$ cat src/design/fdmd_pkg.sv
// types and constants shared by the frame difference motion detector
// no dependencies
`default_nettype none

package fdmd_pkg;

  // field widths
  localparam int unsigned PixelW   = 8;
  localparam int unsigned CountW   = 23;
  localparam int unsigned LingerW  = 31;
  localparam int unsigned TimeW    = 32;
  localparam int unsigned StateW   = 2;

  // largest frame the changed pixel count is sized for
  localparam int unsigned MaxFramePixels = 4194304;

  // register file
  localparam int unsigned AddrW = 5;
  localparam int unsigned DataW = 32;
  localparam int unsigned RegIdxW = 3;

  typedef enum logic [RegIdxW-1:0] {
    RegPixelThreshold = 3'd0,
    RegAlarmCount     = 3'd1,
    RegLingerMs       = 3'd2,
    RegAnalysisEnable = 3'd3,
    RegForceEnable    = 3'd4,
    RegForcedState    = 3'd5
  } reg_idx_e;

  // reset values of the registers
  localparam logic [PixelW-1:0]  ThresholdReset = 8'd16;
  localparam logic [CountW-1:0]  AlarmReset     = 23'd100;
  localparam logic [LingerW-1:0] LingerReset    = 31'd1000;

  // motion state
  typedef enum logic [StateW-1:0] {
    MotionIdle   = 2'd0,
    MotionActive = 2'd1,
    MotionLinger = 2'd2
  } motion_e;

  typedef struct packed {
    logic [PixelW-1:0] previous_pixel;
    logic [PixelW-1:0] current_pixel;
    logic              frame_end;
    logic [TimeW-1:0]  frame_time_ms;
  } fdmd_in_t;

  typedef struct packed {
    logic [StateW-1:0] motion_state;
    logic [CountW-1:0] changed_pixels;
  } fdmd_out_t;

  // configuration as seen by front and back
  typedef struct packed {
    logic [PixelW-1:0]  pixel_threshold;
    logic [CountW-1:0]  alarm_count;
    logic [LingerW-1:0] linger_ms;
    logic               analysis_enable;
    logic               force_enable;
    logic               forced_state;
  } fdmd_cfg_t;

  // classified pixel handed from front to back
  typedef struct packed {
    logic             changed;
    logic             frame_end;
    logic [TimeW-1:0] frame_time_ms;
  } fdmd_ent_t;

endpackage

`default_nettype wire

$ cat src/design/fdmd_front.sv
// front stage: classifies each pixel pair as changed or not
// depends on fdmd_pkg
`default_nettype none

module fdmd_front
  import fdmd_pkg::*;
(
  input  wire logic      clk_i,
  input  wire logic      rst_ni,
  input  wire fdmd_cfg_t cfg_i,
  input  wire logic      in_valid_i,
  output logic           in_ready_o,
  input  wire fdmd_in_t  in_data_i,
  output logic           ent_valid_o,
  input  wire logic      ent_ready_i,
  output fdmd_ent_t      ent_o
);

  logic              valid_q, valid_d;
  fdmd_ent_t         ent_q, ent_d;
  logic [PixelW-1:0] diff;
  logic              analysing;

  // absolute difference against the threshold
  always_comb begin
    if (in_data_i.current_pixel > in_data_i.previous_pixel) begin
      diff = in_data_i.current_pixel - in_data_i.previous_pixel;
    end else begin
      diff = in_data_i.previous_pixel - in_data_i.current_pixel;
    end
    analysing = cfg_i.analysis_enable && !cfg_i.force_enable;
  end

  assign in_ready_o = !valid_q || ent_ready_i;

  // stage register
  always_comb begin
    valid_d = valid_q;
    ent_d   = ent_q;
    if (in_ready_o) begin
      valid_d             = in_valid_i;
      ent_d.changed       = analysing && (diff > cfg_i.pixel_threshold);
      ent_d.frame_end     = in_data_i.frame_end;
      ent_d.frame_time_ms = in_data_i.frame_time_ms;
    end
  end

  always_ff @(posedge clk_i or negedge rst_ni) begin
    if (!rst_ni) begin
      valid_q <= 1'b0;
    end else begin
      valid_q <= valid_d;
    end
  end

  always_ff @(posedge clk_i) begin
    ent_q <= ent_d;
  end

  assign ent_valid_o = valid_q;
  assign ent_o       = ent_q;

endmodule

`default_nettype wire

$ cat src/design/fdmd_queue.sv
// two-entry queue between front and back
// depends on fdmd_pkg
`default_nettype none

module fdmd_queue
  import fdmd_pkg::*;
(
  input  wire logic      clk_i,
  input  wire logic      rst_ni,
  input  wire logic      push_valid_i,
  output logic           push_ready_o,
  input  wire fdmd_ent_t push_ent_i,
  output logic           pop_valid_o,
  input  wire logic      pop_ready_i,
  output fdmd_ent_t      pop_ent_o
);

  fdmd_ent_t   slot_q [2];
  logic        wr_ptr_q, wr_ptr_d;
  logic        rd_ptr_q, rd_ptr_d;
  logic [1:0]  fill_q, fill_d;
  logic        push, pop;

  assign push_ready_o = (fill_q != 2'd2);
  assign pop_valid_o  = (fill_q != 2'd0);
  assign push = push_valid_i && push_ready_o;
  assign pop  = pop_valid_o && pop_ready_i;
  assign pop_ent_o = slot_q[rd_ptr_q];

  // pointers and fill level
  always_comb begin
    wr_ptr_d = push ? !wr_ptr_q : wr_ptr_q;
    rd_ptr_d = pop ? !rd_ptr_q : rd_ptr_q;
    fill_d   = fill_q;
    if (push && !pop) begin
      fill_d = fill_q + 2'd1;
    end else if (pop && !push) begin
      fill_d = fill_q - 2'd1;
    end
  end

  always_ff @(posedge clk_i or negedge rst_ni) begin
    if (!rst_ni) begin
      wr_ptr_q <= 1'b0;
      rd_ptr_q <= 1'b0;
      fill_q   <= 2'd0;
    end else begin
      wr_ptr_q <= wr_ptr_d;
      rd_ptr_q <= rd_ptr_d;
      fill_q   <= fill_d;
    end
  end

  always_ff @(posedge clk_i) begin
    if (push) begin
      slot_q[wr_ptr_q] <= push_ent_i;
    end
  end

endmodule

`default_nettype wire

$ cat src/design/fdmd_back.sv
// back stage: counts changed pixels, updates the motion state at frame end
// depends on fdmd_pkg
`default_nettype none

module fdmd_back
  import fdmd_pkg::*;
(
  input  wire logic      clk_i,
  input  wire logic      rst_ni,
  input  wire fdmd_cfg_t cfg_i,
  input  wire logic      ent_valid_i,
  output logic           ent_ready_o,
  input  wire fdmd_ent_t ent_i,
  output logic           out_valid_o,
  input  wire logic      out_ready_i,
  output fdmd_out_t      out_data_o
);

  motion_e           motion_q, motion_d;
  logic [CountW-1:0] count_q, count_d;
  logic [TimeW-1:0]  start_q, start_d;
  logic              out_valid_q, out_valid_d;
  fdmd_out_t         out_q, out_d;

  logic              take, frame_done, analysing;
  logic [CountW-1:0] cap, count_next;
  logic [TimeW-1:0]  elapsed;

  assign ent_ready_o = !out_valid_q || out_ready_i;
  assign take        = ent_valid_i && ent_ready_o;
  assign frame_done  = take && ent_i.frame_end;
  assign analysing   = cfg_i.analysis_enable && !cfg_i.force_enable;

  // saturating changed pixel count
  always_comb begin
    if (TimeW'(cfg_i.alarm_count) > TimeW'(MaxFramePixels)) begin
      cap = CountW'(MaxFramePixels);
    end else begin
      cap = cfg_i.alarm_count;
    end
    count_next = count_q;
    if (ent_i.changed && (count_q < cap)) begin
      count_next = count_q + CountW'(1);
    end
    count_d = count_q;
    if (take) begin
      count_d = ent_i.frame_end ? '0 : count_next;
    end
  end

  assign elapsed = ent_i.frame_time_ms - start_q;

  // motion state next value
  always_comb begin
    motion_d = motion_q;
    start_d  = start_q;
    if (frame_done && cfg_i.analysis_enable) begin
      if (cfg_i.force_enable) begin
        motion_d = cfg_i.forced_state ? MotionActive : MotionIdle;
      end else if (count_next >= cfg_i.alarm_count) begin
        motion_d = MotionActive;
      end else begin
        unique case (motion_q)
          MotionActive: begin
            start_d  = ent_i.frame_time_ms;
            motion_d = MotionLinger;
          end
          MotionLinger: begin
            if (elapsed >= {1'b0, cfg_i.linger_ms}) begin
              motion_d = MotionIdle;
            end
          end
          default: begin
            motion_d = motion_q;
          end
        endcase
      end
    end
  end

  // result register
  always_comb begin
    out_valid_d = out_valid_q;
    out_d       = out_q;
    if (ent_ready_o) begin
      out_valid_d = frame_done;
    end
    if (frame_done) begin
      out_d.motion_state   = motion_d;
      out_d.changed_pixels = analysing ? count_next : '0;
    end
  end

  always_ff @(posedge clk_i or negedge rst_ni) begin
    if (!rst_ni) begin
      motion_q    <= MotionIdle;
      count_q     <= '0;
      start_q     <= '0;
      out_valid_q <= 1'b0;
    end else begin
      motion_q    <= motion_d;
      count_q     <= count_d;
      start_q     <= start_d;
      out_valid_q <= out_valid_d;
    end
  end

  always_ff @(posedge clk_i) begin
    out_q <= out_d;
  end

  assign out_valid_o = out_valid_q;
  assign out_data_o  = out_q;

endmodule

`default_nettype wire

$ cat src/design/frame_difference_motion_detector_core.sv
// top level of the frame difference motion detector: register file and wiring
// depends on fdmd_pkg, fdmd_front, fdmd_queue, fdmd_back
`default_nettype none

// Takes one pixel pair per beat (previous and current frame luma) and counts
// pixels whose absolute difference is above pixel_threshold, saturating at
// alarm_count or MaxFramePixels, whichever is smaller. The beat that carries
// frame_end produces one result beat with the updated motion state (0 idle,
// 1 motion, 2 lingering) and the frame's changed pixel count; other beats
// produce nothing. A new pixel is accepted every clock while the output is
// not stalled: classification is one register stage, a two-entry queue
// decouples it from the counting stage, and the result sits in an output
// register, so a result beat passes through the front register, a queue
// slot and the output register. While a result waits, the front takes up to
// three more pixels before it stalls. Registers sit on an APB port at byte
// addresses 4*i and are to be written only while the block is idle.
module frame_difference_motion_detector_core
  import fdmd_pkg::*;
(
  input  wire logic             clk_i,
  input  wire logic             rst_ni,
  input  wire logic             psel,
  input  wire logic             penable,
  input  wire logic             pwrite,
  input  wire logic [AddrW-1:0] paddr,
  input  wire logic [DataW-1:0] pwdata,
  output logic      [DataW-1:0] prdata,
  output logic                  pready,
  input  wire logic             in_valid_i,
  output logic                  in_ready_o,
  input  wire fdmd_in_t         in_data_i,
  output logic                  out_valid_o,
  input  wire logic             out_ready_i,
  output fdmd_out_t             out_data_o
);

  fdmd_cfg_t cfg_q, cfg_d;
  reg_idx_e  reg_idx;
  logic      wr_en;

  logic      fr_valid, fr_ready;
  fdmd_ent_t fr_ent;
  logic      bk_valid, bk_ready;
  fdmd_ent_t bk_ent;

  assign pready  = 1'b1;
  assign reg_idx = reg_idx_e'(paddr[AddrW-1:2]);
  assign wr_en   = psel && penable && pwrite;

  // register writes
  always_comb begin
    cfg_d = cfg_q;
    if (wr_en) begin
      unique case (reg_idx)
        RegPixelThreshold: cfg_d.pixel_threshold = pwdata[PixelW-1:0];
        RegAlarmCount:     cfg_d.alarm_count     = pwdata[CountW-1:0];
        RegLingerMs:       cfg_d.linger_ms       = pwdata[LingerW-1:0];
        RegAnalysisEnable: cfg_d.analysis_enable = pwdata[0];
        RegForceEnable:    cfg_d.force_enable    = pwdata[0];
        RegForcedState:    cfg_d.forced_state    = pwdata[0];
        default:           cfg_d = cfg_q;
      endcase
    end
  end

  // register reads
  always_comb begin
    unique case (reg_idx)
      RegPixelThreshold: prdata = DataW'(cfg_q.pixel_threshold);
      RegAlarmCount:     prdata = DataW'(cfg_q.alarm_count);
      RegLingerMs:       prdata = DataW'(cfg_q.linger_ms);
      RegAnalysisEnable: prdata = DataW'(cfg_q.analysis_enable);
      RegForceEnable:    prdata = DataW'(cfg_q.force_enable);
      RegForcedState:    prdata = DataW'(cfg_q.forced_state);
      default:           prdata = '0;
    endcase
  end

  always_ff @(posedge clk_i or negedge rst_ni) begin
    if (!rst_ni) begin
      cfg_q.pixel_threshold <= ThresholdReset;
      cfg_q.alarm_count     <= AlarmReset;
      cfg_q.linger_ms       <= LingerReset;
      cfg_q.analysis_enable <= 1'b1;
      cfg_q.force_enable    <= 1'b0;
      cfg_q.forced_state    <= 1'b0;
    end else begin
      cfg_q <= cfg_d;
    end
  end

  // pixel classification
  fdmd_front u_front (
    .clk_i       (clk_i),
    .rst_ni      (rst_ni),
    .cfg_i       (cfg_q),
    .in_valid_i  (in_valid_i),
    .in_ready_o  (in_ready_o),
    .in_data_i   (in_data_i),
    .ent_valid_o (fr_valid),
    .ent_ready_i (fr_ready),
    .ent_o       (fr_ent)
  );

  // decoupling queue
  fdmd_queue u_queue (
    .clk_i        (clk_i),
    .rst_ni       (rst_ni),
    .push_valid_i (fr_valid),
    .push_ready_o (fr_ready),
    .push_ent_i   (fr_ent),
    .pop_valid_o  (bk_valid),
    .pop_ready_i  (bk_ready),
    .pop_ent_o    (bk_ent)
  );

  // counting and motion state
  fdmd_back u_back (
    .clk_i       (clk_i),
    .rst_ni      (rst_ni),
    .cfg_i       (cfg_q),
    .ent_valid_i (bk_valid),
    .ent_ready_o (bk_ready),
    .ent_i       (bk_ent),
    .out_valid_o (out_valid_o),
    .out_ready_i (out_ready_i),
    .out_data_o  (out_data_o)
  );

endmodule

`default_nettype wire
$ cat config.mk
export PLATFORM = sky130hd
export DESIGN_NAME = frame_difference_motion_detector_core
export DESIGN_NICKNAME = d
export VERILOG_FILES = /design/src/design/fdmd_pkg.sv /design/src/design/fdmd_front.sv /design/src/design/fdmd_queue.sv /design/src/design/fdmd_back.sv /design/src/design/frame_difference_motion_detector_core.sv
export SDC_FILE = /design/constraint.sdc
export NUM_CORES = 1
export LEC_CHECK = 0
export ABC_AREA = 1
export BUFFER_PORTS_ARGS = -buffer_cell sky130_fd_sc_hd__buf_2
export CAP_MARGIN = 10
export CELL_PAD_IN_SITES_DETAIL_PLACEMENT = 1
export CELL_PAD_IN_SITES_GLOBAL_PLACEMENT = 1
export CORE_MARGIN = 2
export CORE_UTILIZATION = 45
export CTS_BUF_LIST = sky130_fd_sc_hd__clkbuf_4
export DETAILED_ROUTE_END_ITERATION = 12
export PLACE_DENSITY_LB_ADDON = 0.1
export SYNTH_ARGS = -nofsm -noshare
export SYNTH_HDL_FRONTEND = slang
export SYNTH_HIERARCHICAL = 1
export SYNTH_SLANG_ARGS = --single-unit
$ cat constraint.sdc
create_clock -name clk_i -period 8.1 [get_ports clk_i]
set_input_delay 0 -clock clk_i [delete_from_list [all_inputs] [get_ports clk_i]]
set_output_delay 0 -clock clk_i [all_outputs]
set_load 0.03 [all_outputs]
# Yosys cells after proc, flatten, opt, wreduce, memory -nomap -nowiden
# Memory sizes are Yosys's and may differ from the RTL's.
# Index checks and enable logic that the tools add are counted.
# word_totals
register_bits	187
ram_bits	68
inputBits	93
output_inout_bits	60
wordCells	87
n_memories	1
# mem_list
name	depth	word_bits	read_ports	rd_ports_with_merged_regs	wr	line	text
u_queue.slot_q	2	34	1	0	1	fdmd_queue.sv:18	fdmd_ent_t slot_q [2];
# classes
n_addsub	6
order_cmp	6
n_eq_ne	8
mux	15
n_bitwise	2
n_reduce_logical	30
# ops
op	count
$pmux 31 s6	1
$mux 23	3
$ge 32x31->1	1
$sub 32x32->32	1
$add 23x1->23 const B	1
$ge 23x23->1	1
$gt 23x23->1 const B	1
$lt 23x23->1	1
$gt 8x8->1	2
$sub 8x8->8	2
$mux 2	6
$reduce_and 2->1	6
$logic_and 1x1->1	11
$mux 8	1
$logic_not 1->1	7
$eq 3x2->1 const B	2
$eq 3x3->1 const B	2
$pmux 2 s2	1
$reduce_and 4->1	1
$reduce_bool 2->1	2
$eq 3x1->1 const B	1
$logic_not 3->1	1
$mux 1	3
$add 2x1->2 const B	1
6 further kinds	8

# Depth between registers and ports, before layout
# Gate-level depths: netlist of run 1.
# logic_depth
depth_word	9
ltp_mapped	34
mapped_depth_nobuf	32

# Hierarchy
# The synthesis of run 1 kept the hierarchy.
# by_module_without_submodules
module	n_inst	cells_each	area_per_inst_um2	seq_area_each_um2
fdmd_back	1	1114	7893.8	2202.1
frame_difference_motion_detector_core	1	372	2969.1	1640.3
fdmd_queue	1	206	2758.9	2142.1
fdmd_front	1	227	2127.0	1046.0

# Worst setup path after synthesis of run 1
# Ideal clock, no wire load.
# synth_timing
path_type	register to register
from	reg cfg_q[48] (netlist bit)
to	reg u_back.start_q[23]
setup_time_ps	130
arrival_time_ps	4278
required_ps	7970
setup_slack_ps	3692
path_stages_with_launch	23
path_buffers	3
period_less_slack_ps	4408
cell_sequence	dfrtp_1 > nor4_1 > nand4_1 > nand2_1 > clkbuf_1 > nand2_1 > ha_1 > a21oi_1 > nor2_1 > a211oi_1 > o221ai_1 > a21oi_1 > buf_2 > nand4_1 > nand2_1 > inv_1 > ha_1 > a211o_1 > a2111oi_2 > nand4_2 > clkbuf_1 > nand2_1 > o21ai_1
# synth_between
elab_chain_cells	8
# synth_lines
element	line	text
start, declared	frame_difference_motion_detector_core.sv:37	fdmd_cfg_t cfg_q, cfg_d;
start signal, assigned	frame_difference_motion_detector_core.sv:88	cfg_q <= cfg_d;
$gt 23x23->1	fdmd_back.sv:36	if (TimeW'(cfg_i.alarm_count) > TimeW'(MaxFramePixels)) begin
$mux 23 *	fdmd_back.sv:36	
$lt 23x23->1 *	fdmd_back.sv:42	if (ent_i.changed && (count_q < cap)) begin
$logic_and 1x1->1 *	fdmd_back.sv:42	
$mux 23 *	fdmd_back.sv:42	
net u_back.count_next[22]	fdmd_back.sv:26	logic [CountW-1:0] cap, count_next;
$ge 23x23->1 *	fdmd_back.sv:60	end else if (count_next >= cfg_i.alarm_count) begin
$not 1->1 (no line) *	-	
$reduce_and 4->1 (no line) *	-	
end signal, assigned	fdmd_back.sv:103	start_q <= start_d;
end, declared	fdmd_back.sv:21	logic [TimeW-1:0] start_q, start_d;
# Mark *: on every way through the listed nets, which the timed path passes. The rest lies on a longest branch.
# A chain may end at the register's enable or synchronous reset.

# Worst setup path in the final report of run 1
# layout_timing
from	reg cfg_q[54] (netlist bit)
to	reg u_back.start_q[26]
# Same word-level chain as after synthesis.

==> metrics.txt, run 1 <==
# TYPE chip_impl_metric gauge
chip_impl_info{name="result_of_the_run",value="finished, final reports clean"} 1
chip_impl_metric{name="post_drt_wl_per_cell",unit="um"} 18.79
chip_impl_info{name="clk_root_buffer_cell",value="clkbuf_4"} 1
chip_impl_metric{name="final-hold-violation-count",unit=""} 0
chip_impl_info{name="worstHoldStart",value="pwdata[6]"} 1
chip_impl_info{name="cell_accounting_for_the_most_synthesized_area",value="edfxtp_1"} 1
chip_impl_metric{name="report.final.setup_viol",unit=""} 0
chip_impl_metric{name="final_antenna_net_count",unit=""} 0
chip_impl_metric{name="layout-drive-gt1-share",unit="%"} 15.04
chip_impl_metric{name="place.gp.congestion",unit=""} 0.9114
chip_impl_metric{name="detailroute.via_count",unit=""} 14304
chip_impl_metric{name="post_synth_inst_count",unit=""} 1919
chip_impl_metric{name="first_pass_grt_wire_length",unit="mm"} 83.23
chip_impl_metric{name="grt_max_degree",unit=""} 67
chip_impl_metric{name="cts.repair.resized",unit=""} 0
chip_impl_metric{name="worstRegToRegCells",unit=""} 29
chip_impl_metric{name="cts_max_level",unit=""} 3
chip_impl_metric{name="grt.total_usage",unit="%"} 29.33
chip_impl_metric{name="coreArea",unit="sq mm"} 0.03454
chip_impl_metric{name="avgViaCountPerCell",unit=""} 5.186
chip_impl_metric{name="postSynthRegisterBits",unit=""} 255
chip_impl_metric{name="worst-r2r-setup-slack",unit="ps"} 1930
chip_impl_metric{name="critical-path-max-stage-delay",unit="ps"} 530
chip_impl_metric{name="fin_crit_sh",unit="%"} 76.23
chip_impl_info{name="critical_path_class",value="reg -> reg"} 1
chip_impl_info{name="synth_commonest_cells",value="571 x nand2_1, 299 x inv_1, 135 x ha_1"} 1
chip_impl_metric{name="drt_drc_violations_left",unit=""} 0
chip_impl_metric{name="post_synth_num_cell_types",unit=""} 54
chip_impl_metric{name="chipHeight",unit="um"} 191.1
chip_impl_metric{name="cts_buffer_depth",unit=""} 3
chip_impl_metric{name="fin_worst_skew",unit="ps"} 49.74
chip_impl_metric{name="row_count",unit=""} 68
chip_impl_metric{name="netlist.area_leader.share",unit="%"} 24.22
chip_impl_metric{name="grt_pass1_vias",unit=""} 15688
chip_impl_metric{name="syn_avg_cell_area",unit="sq um"} 8.207
chip_impl_info{name="most_frequently_used_flop_master_after_synthesis",value="edfxtp_1"} 1
chip_impl_metric{name="timing_worst_slew_pin_value",unit="ps"} 1085
chip_impl_info{name="worst_setup_path_endpoint",value="u_back/start_q[26]"} 1
chip_impl_metric{name="worst_ir_drop_vdd",unit="uV"} 253.2
chip_impl_metric{name="yosysWarningCount",unit=""} 6
chip_impl_metric{name="cts-buffers-inserted",unit=""} 72
chip_impl_metric{name="clkSlewWorstSetupHoldPaths",unit="ps"} 80
chip_impl_metric{name="floorplan.die_area",unit="sq mm"} 0.03651
chip_impl_metric{name="drt_iter0_drc",unit=""} 749
chip_impl_info{name="worst_path_most_repeated_cell",value="nand2_1"} 1
chip_impl_metric{name="pwr_density_cell",unit="mW/mm^2"} 408.4
chip_impl_metric{name="synth.yosys.seq_area_share",unit="%"} 44.64
chip_impl_metric{name="fin_crit",unit="ps"} 6175
chip_impl_info{name="setup.worst_path.end_class",value="register"} 1
chip_impl_metric{name="detailedRoute.firstPassIterationCount",unit=""} 7
chip_impl_metric{name="critical_path_required",unit="ps"} 8740
chip_impl_info{name="critical_path.startpoint_type",value="register"} 1
chip_impl_metric{name="dp_hpwl",unit="mm"} 34.18
chip_impl_info{name="worstReg2RegEnd",value="u_back/start_q[26]"} 1
chip_impl_metric{name="syn2layout_area_growth",unit="%"} 22.37
chip_impl_info{name="tritoncts",value="yes"} 1
chip_impl_info{name="synth.area.top_cells",value="edfxtp_1 24%, dfrtp_1 19%, nand2_1 14%"} 1
chip_impl_metric{name="count_of_flip_flops_with_a_built_in_enable_after_synthesis",unit=""} 127
chip_impl_info{name="critPathSlowestCell",value="nand3_2"} 1
chip_impl_info{name="timing.critical_path.from",value="cfg_q[54]"} 1
chip_impl_metric{name="slew_violations",unit=""} 0
chip_impl_metric{name="nNetsFinal",unit=""} 2472
chip_impl_metric{name="asyncSetResetFlopFracSynth",unit="%"} 50.20
chip_impl_metric{name="maxSlewHeadroom",unit="%"} 27.44
chip_impl_info{name="rsz0062_at_grt",value="false"} 1
chip_impl_metric{name="synth_nets",unit=""} 2150
chip_impl_metric{name="leakage_power_figure",unit="nW"} 9.485
chip_impl_metric{name="cts_num_sinks",unit=""} 255
chip_impl_info{name="post-synth-top-count-cell",value="nand2_1"} 1
chip_impl_info{name="worstReg2RegStart",value="cfg_q[54]"} 1
chip_impl_metric{name="syn-cell-area",unit="sq mm"} 0.01575
chip_impl_metric{name="floorplan.initialDensity",unit="%"} 45.59
chip_impl_metric{name="worst-endpoint-arrival",unit="ps"} 6810
chip_impl_metric{name="setup-tns-final",unit="ps"} 0
chip_impl_metric{name="gr-total-overflow",unit=""} 0
chip_impl_info{name="hp-class",value="in -> reg"} 1
chip_impl_metric{name="route.final.wire_length",unit="mm"} 51.83
chip_impl_metric{name="max_freq",unit="MHz"} 162.0
chip_impl_metric{name="maxCapViolCount",unit=""} 0
chip_impl_metric{name="place.port_buffers",unit=""} 147
chip_impl_metric{name="postPlaceCellArea",unit="sq mm"} 0.01685
chip_impl_metric{name="final_cell_area",unit="sq mm"} 0.01927
chip_impl_metric{name="floorplan.die.width",unit="um"} 191.1
chip_impl_metric{name="post-route-util",unit="%"} 55.79
chip_impl_metric{name="crit_path_max_fanout",unit=""} 64
chip_impl_metric{name="io_pins",unit=""} 153
chip_impl_metric{name="worst_skew_pair_later_pin_latency",unit="ps"} 770
chip_impl_metric{name="number_of_antenna_violations_at_the_first_check_in_global_routing",unit=""} 2
==> cells in the final DEF, fill, tap and decap left out, types with 12 or more instances in the layout <==
cell type	count
ha_1	135
nor4_1	12
nand4_1	48
inv_1	299
clkinv_1	14
o21ai_0	56
buf_2	146
xnor2_1	12
edfxtp_1	127
nor2_1	84
xor2_1	46
dfrtp_1	117
clkbuf_4	109
dlygate4sd3_1	142
o21ai_1	64
nand3_1	84
nor3_1	33
a21oi_1	74
nand2_2	24
nand2_1	571
==> through the flow <==
step / hold WS, ps / setup WS [ps] / power (mW) / std cells
3_5_place_dp: 54.96 / 2158 / 6.430 / 2479
2_1_floorplan: -295.6 / 3692 / 5.136 / 1919
3_3_place_gp: 62.09 / 2354 / 6.169 / 2479
6_report: 114.0 / 1925 / 7.870 / 2758
5_1_grt: 82.93 / 1212 / 8.592 / 2756
4_1_cts: 4.639 / 2069 / 7.774 / 2755
==> worst min path at each step <==
stage,depth (start not counted),slack [ps],end
floorplan,0,-300,cfg_q[0]
global placement,1,60,u_back/count_q[11]
detailed placement,1,50,u_back/count_q[15]
CTS,4,5,cfg_q[6]
global route,4,80,cfg_q[6]
finish,4,110,cfg_q[9]
==> worst max-delay path, delay by kind of cell (launching register included) <==
kind            cells  cell delay [ps]
buf+inv             2              590
flops               1              470
compound gates      5              630
simple gates       20             3690
fa+ha+maj           2              630
==> state kept, by name (all words and copies together), names as in the netlist <==
name and flops:
u_front/ent_valid_o 1, u_back/out_data_o 25, u_back/out_valid_o 1, u_queue/rd_ptr_q 1, u_queue/fill_q 2, u_back/start_q 32
u_queue/wr_ptr_q 1, u_back/motion_q 2, u_back/count_q 23, u_front/ent_o 34, u_queue/slot_q 68, cfg_q 65
==> cell families after synthesis <==
group | share of synthesized area, %
adders and majority gates | 11.11
and+or+nand+nor | 23.93
DFF | 44.64
AOI/OAI and AO/OA | 7.707
xor gates and xnor gates | 3.226
buffers and inverters | 9.343
other | 0.04769
==> layout make-up <==
class | instances | area, sq um
fill | 4200 | 15270
multi-input combinational | 1301 | 7257
sequential | 255 | 7030
timing repair buffer | 300 | 2266
inverter | 311 | 1180
clock buffer | 109 | 818.3
tap | 455 | 569.3
clock inverter | 24 | 143.9
antenna | 3 | 7.507
==> power breakdown <==
part / internal (mW) / switching (mW)
sequential: 1.80 / 0.251
combinational: 1.53 / 3.02
clock: 0.656 / 0.615
total: 3.99 / 3.88
==> routing by layer <==
metal | share of wire [%] | wire (um) | GRT usage [%] | up-vias
met5 | 0 | 0 | 0 | -
met4 | 3.0 | 1536 | 10.68 | 0
met3 | 4.3 | 2210 | 4.516 | 98
met2 | 48 | 24950 | 50.14 | 366
met1 | 45 | 23130 | 37.62 | 6932
li1 | - | - | - | 6908
==> repair_timing <==
| item | in CTS | in global routing |
|---|---|---|
| hold endpoints to repair | 194 | 0 |
| setup endpoints to repair | 0 | 0 |
| setup buffers | 0 | 0 |
| hold buffers | 143 | 0 |
Power figures use the tool's default switching activity.
==> run 2, diff against run 1 <==
Settings changed: CORE_UTILIZATION 45 to 42.
Clock period 8.1 ns to 5.4 ns, I/O delays scaled along.
==> run 2 against run 1 <==
Global-route usage shrank 3.0 points. Combinational power grew 49%. Non-clock buffer count rose by 3. Flip-flop and latch count unchanged. Critical path type unchanged. Largest power group unchanged.
==> metrics.txt, run 2 (same netlist as run 1, synthesis figures left out) <==
# TYPE chip_impl_metric gauge
chip_impl_info{name="result_of_the_run",value="finished, final reports clean"} 1
chip_impl_info{name="setup.worst_path.end_class",value="register"} 1
chip_impl_info{name="hp-class",value="in -> reg"} 1
chip_impl_metric{name="final_cell_area",unit="sq mm"} 0.01936
chip_impl_metric{name="floorplan.die_area",unit="sq mm"} 0.03906
chip_impl_metric{name="pwr_density_cell",unit="mW/mm^2"} 609.2
chip_impl_metric{name="grt.total_usage",unit="%"} 26.31
chip_impl_metric{name="first_pass_grt_wire_length",unit="mm"} 79.70
chip_impl_metric{name="syn2layout_area_growth",unit="%"} 22.92
chip_impl_metric{name="largest_register_ff_count",unit=""} 68
chip_impl_metric{name="fin_crit",unit="ps"} 4989
chip_impl_metric{name="cts_buffer_depth",unit=""} 3
chip_impl_info{name="tritoncts",value="yes"} 1
chip_impl_metric{name="drt_iter0_drc",unit=""} 727
chip_impl_metric{name="coreArea",unit="sq mm"} 0.03679
chip_impl_metric{name="worst-endpoint-arrival",unit="ps"} 5610
chip_impl_metric{name="cts_num_sinks",unit=""} 255
chip_impl_metric{name="filler_cell_count",unit=""} 4494
chip_impl_metric{name="crit_path_max_fanout",unit=""} 64
chip_impl_metric{name="number_of_antenna_violations_at_the_first_check_in_global_routing",unit=""} 4
chip_impl_metric{name="fin_crit_sh",unit="%"} 92.38
chip_impl_metric{name="report.final.setup_viol",unit=""} 0
chip_impl_metric{name="leakage_power_figure",unit="nW"} 9.527
chip_impl_metric{name="timing.final.ws_setup",unit="ps"} 411.2
chip_impl_metric{name="worst_skew_pair_later_pin_latency",unit="ps"} 770
chip_impl_info{name="final_cell_mix",value="570 x nand2_1, 299 x inv_1, 146 x buf_2"} 1
chip_impl_info{name="critical_path_class",value="reg -> reg"} 1
chip_impl_metric{name="io_pins",unit=""} 153
chip_impl_metric{name="final-hold-violation-count",unit=""} 0
chip_impl_metric{name="place.gp.congestion",unit=""} 0.8802
chip_impl_metric{name="postCtsSetupRepairBufs",unit=""} 0
chip_impl_metric{name="chipHeight",unit="um"} 197.6
chip_impl_metric{name="setup-tns-final",unit="ps"} 0
chip_impl_metric{name="row_count",unit=""} 70
chip_impl_metric{name="slew_violations",unit=""} 0
chip_impl_metric{name="timing_worst_slew_pin_value",unit="ps"} 1123
chip_impl_metric{name="floorplan.die.width",unit="um"} 197.6
chip_impl_metric{name="worst_ir_drop_vdd",unit="uV"} 331.5
chip_impl_metric{name="place.port_buffers",unit=""} 147
chip_impl_info{name="worst_path_most_repeated_cell",value="nand2_1"} 1
chip_impl_info{name="regMostFlops",value="u_queue/slot_q"} 1
chip_impl_info{name="layout.cells.most_common",value="nand2_1"} 1
chip_impl_metric{name="floorplan.initialDensity",unit="%"} 42.81
chip_impl_metric{name="maxSlewHeadroom",unit="%"} 25.05
chip_impl_metric{name="post_drt_wl_per_cell",unit="um"} 17.98
chip_impl_info{name="clk_root_buffer_cell",value="clkbuf_4"} 1
chip_impl_metric{name="detailroute.via_count",unit=""} 14209
chip_impl_metric{name="clkSlewWorstSetupHoldPaths",unit="ps"} 80
chip_impl_metric{name="fin_worst_skew",unit="ps"} 29.51
chip_impl_metric{name="detailedRoute.firstPassIterationCount",unit=""} 5
chip_impl_metric{name="max_freq",unit="MHz"} 200.5
chip_impl_metric{name="nNetsFinal",unit=""} 2476
chip_impl_metric{name="drt_drc_violations_left",unit=""} 0
chip_impl_metric{name="avgViaCountPerCell",unit=""} 5.119
chip_impl_metric{name="grt_max_degree",unit=""} 71
chip_impl_info{name="rsz0062_at_grt",value="false"} 1
chip_impl_metric{name="critical_path_required",unit="ps"} 6020
chip_impl_metric{name="cts-buffers-inserted",unit=""} 73
chip_impl_metric{name="postPlaceCellArea",unit="sq mm"} 0.01699
chip_impl_info{name="critical_path.startpoint_type",value="register"} 1
chip_impl_metric{name="gr-total-overflow",unit=""} 0
chip_impl_metric{name="final_antenna_net_count",unit=""} 0
chip_impl_metric{name="dp_hpwl",unit="mm"} 34.47
chip_impl_info{name="critPathSlowestCell",value="dfrtp_1"} 1
chip_impl_metric{name="grt_pass1_vias",unit=""} 14982
chip_impl_metric{name="route.final.wire_length",unit="mm"} 49.90
chip_impl_metric{name="layout-drive-gt1-share",unit="%"} 15.53
chip_impl_metric{name="maxCapViolCount",unit=""} 0
chip_impl_metric{name="cts_max_level",unit=""} 3
chip_impl_metric{name="critical-path-max-stage-delay",unit="ps"} 460
chip_impl_metric{name="detailedPlace.worstSlack",unit="ps"} 235.3
[run 2: changes by cell type in the layout (fill, tap and decap cells not counted), sizes merged]
cell / before / now
bufinv: 1 / 3
buf: 158 / 172
clkinvlp: 1 / 2
dlygate4sd3: 142 / 131
clkbuf: 109 / 104
clkinv: 18 / 25
inv: 315 / 312
[run 2: worst paths after layout]
kind,startpoint,end,slack (ps),cells past startpoint
worst min-delay path,pwdata[16],cfg_q[19],70,4
worst max register to register,cfg_q[35],u_back/start_q[0],410,30
min in group asynchronous,rst_ni,cfg_q[9],410,3
max in group asynchronous,rst_ni,cfg_q[30],4260,4
worst max-delay path,cfg_q[35],u_back/start_q[0],410,30
worst min register to register,u_front/ent_o[28],u_queue/slot_q[0][28],450,0
[run 2: report_power, final]
| part | leakage, nW | total, mW | switching (mW) | internal [mW] |
|---|---|---|---|---|
| clock | 0.574 | 1.97 | 0.926 | 1.04 |
| sequential | 2.88 | 3.04 | 0.349 | 2.69 |
| combinational | 6.07 | 6.78 | 4.45 | 2.33 |
[run 2: layout make-up]
class / count / area, sq um / share of cell area [%]
clock buffers: 104 / 780.7 / 4.033
well taps: 468 / 585.6 / 3.025
flip-flops and latches: 255 / 7030 / 36.32
inverters: 311 / 1180 / 6.095
multi-input cells: 1301 / 7282 / 37.62
clock inverters: 31 / 215.2 / 1.112
repair buffers: 303 / 2277 / 11.76
diodes: 3 / 7.507 / 0.03878
[run 2: stage by stage]
stage          power, mW  instances  hold slack (ps)  utilization (%)
6_report           11.79       2776            67.27            52.63
5_1_grt            12.91       2775            45.41            52.62
4_1_cts            11.74       2773            1.812            52.53
3_5_place_dp       9.656       2506            118.8            46.18
3_3_place_gp       9.342       2506            115.8            46.18
2_1_floorplan      7.703       1919           -295.6                -
[run 2: what timing repair did]
action / CTS / global route
setup endpoints to repair: 0 / 36
resized for setup: 0 / 6
hold endpoints to repair: 205 / 0
hold buffers: 132 / 0
[run 2: critical path: cells and delay by family (launching register included)]
family          cells  cell delay, ps
compound gates     10            1420
flops               1             460
simple gates       14            1700
buf+inv             4             660
fa+ha+maj           2             580
[run 2: routing by layer]
metal  global-route usage [%]  vias to the layer above  part of all wire, %
met1                    34.82                     6884                   46
met5                        0                        -                0.022
li1                         -                     6935                    -
met3                    4.183                       75                  4.1
met4                    8.521                        2                  2.3
met2                    44.11                      313                   47
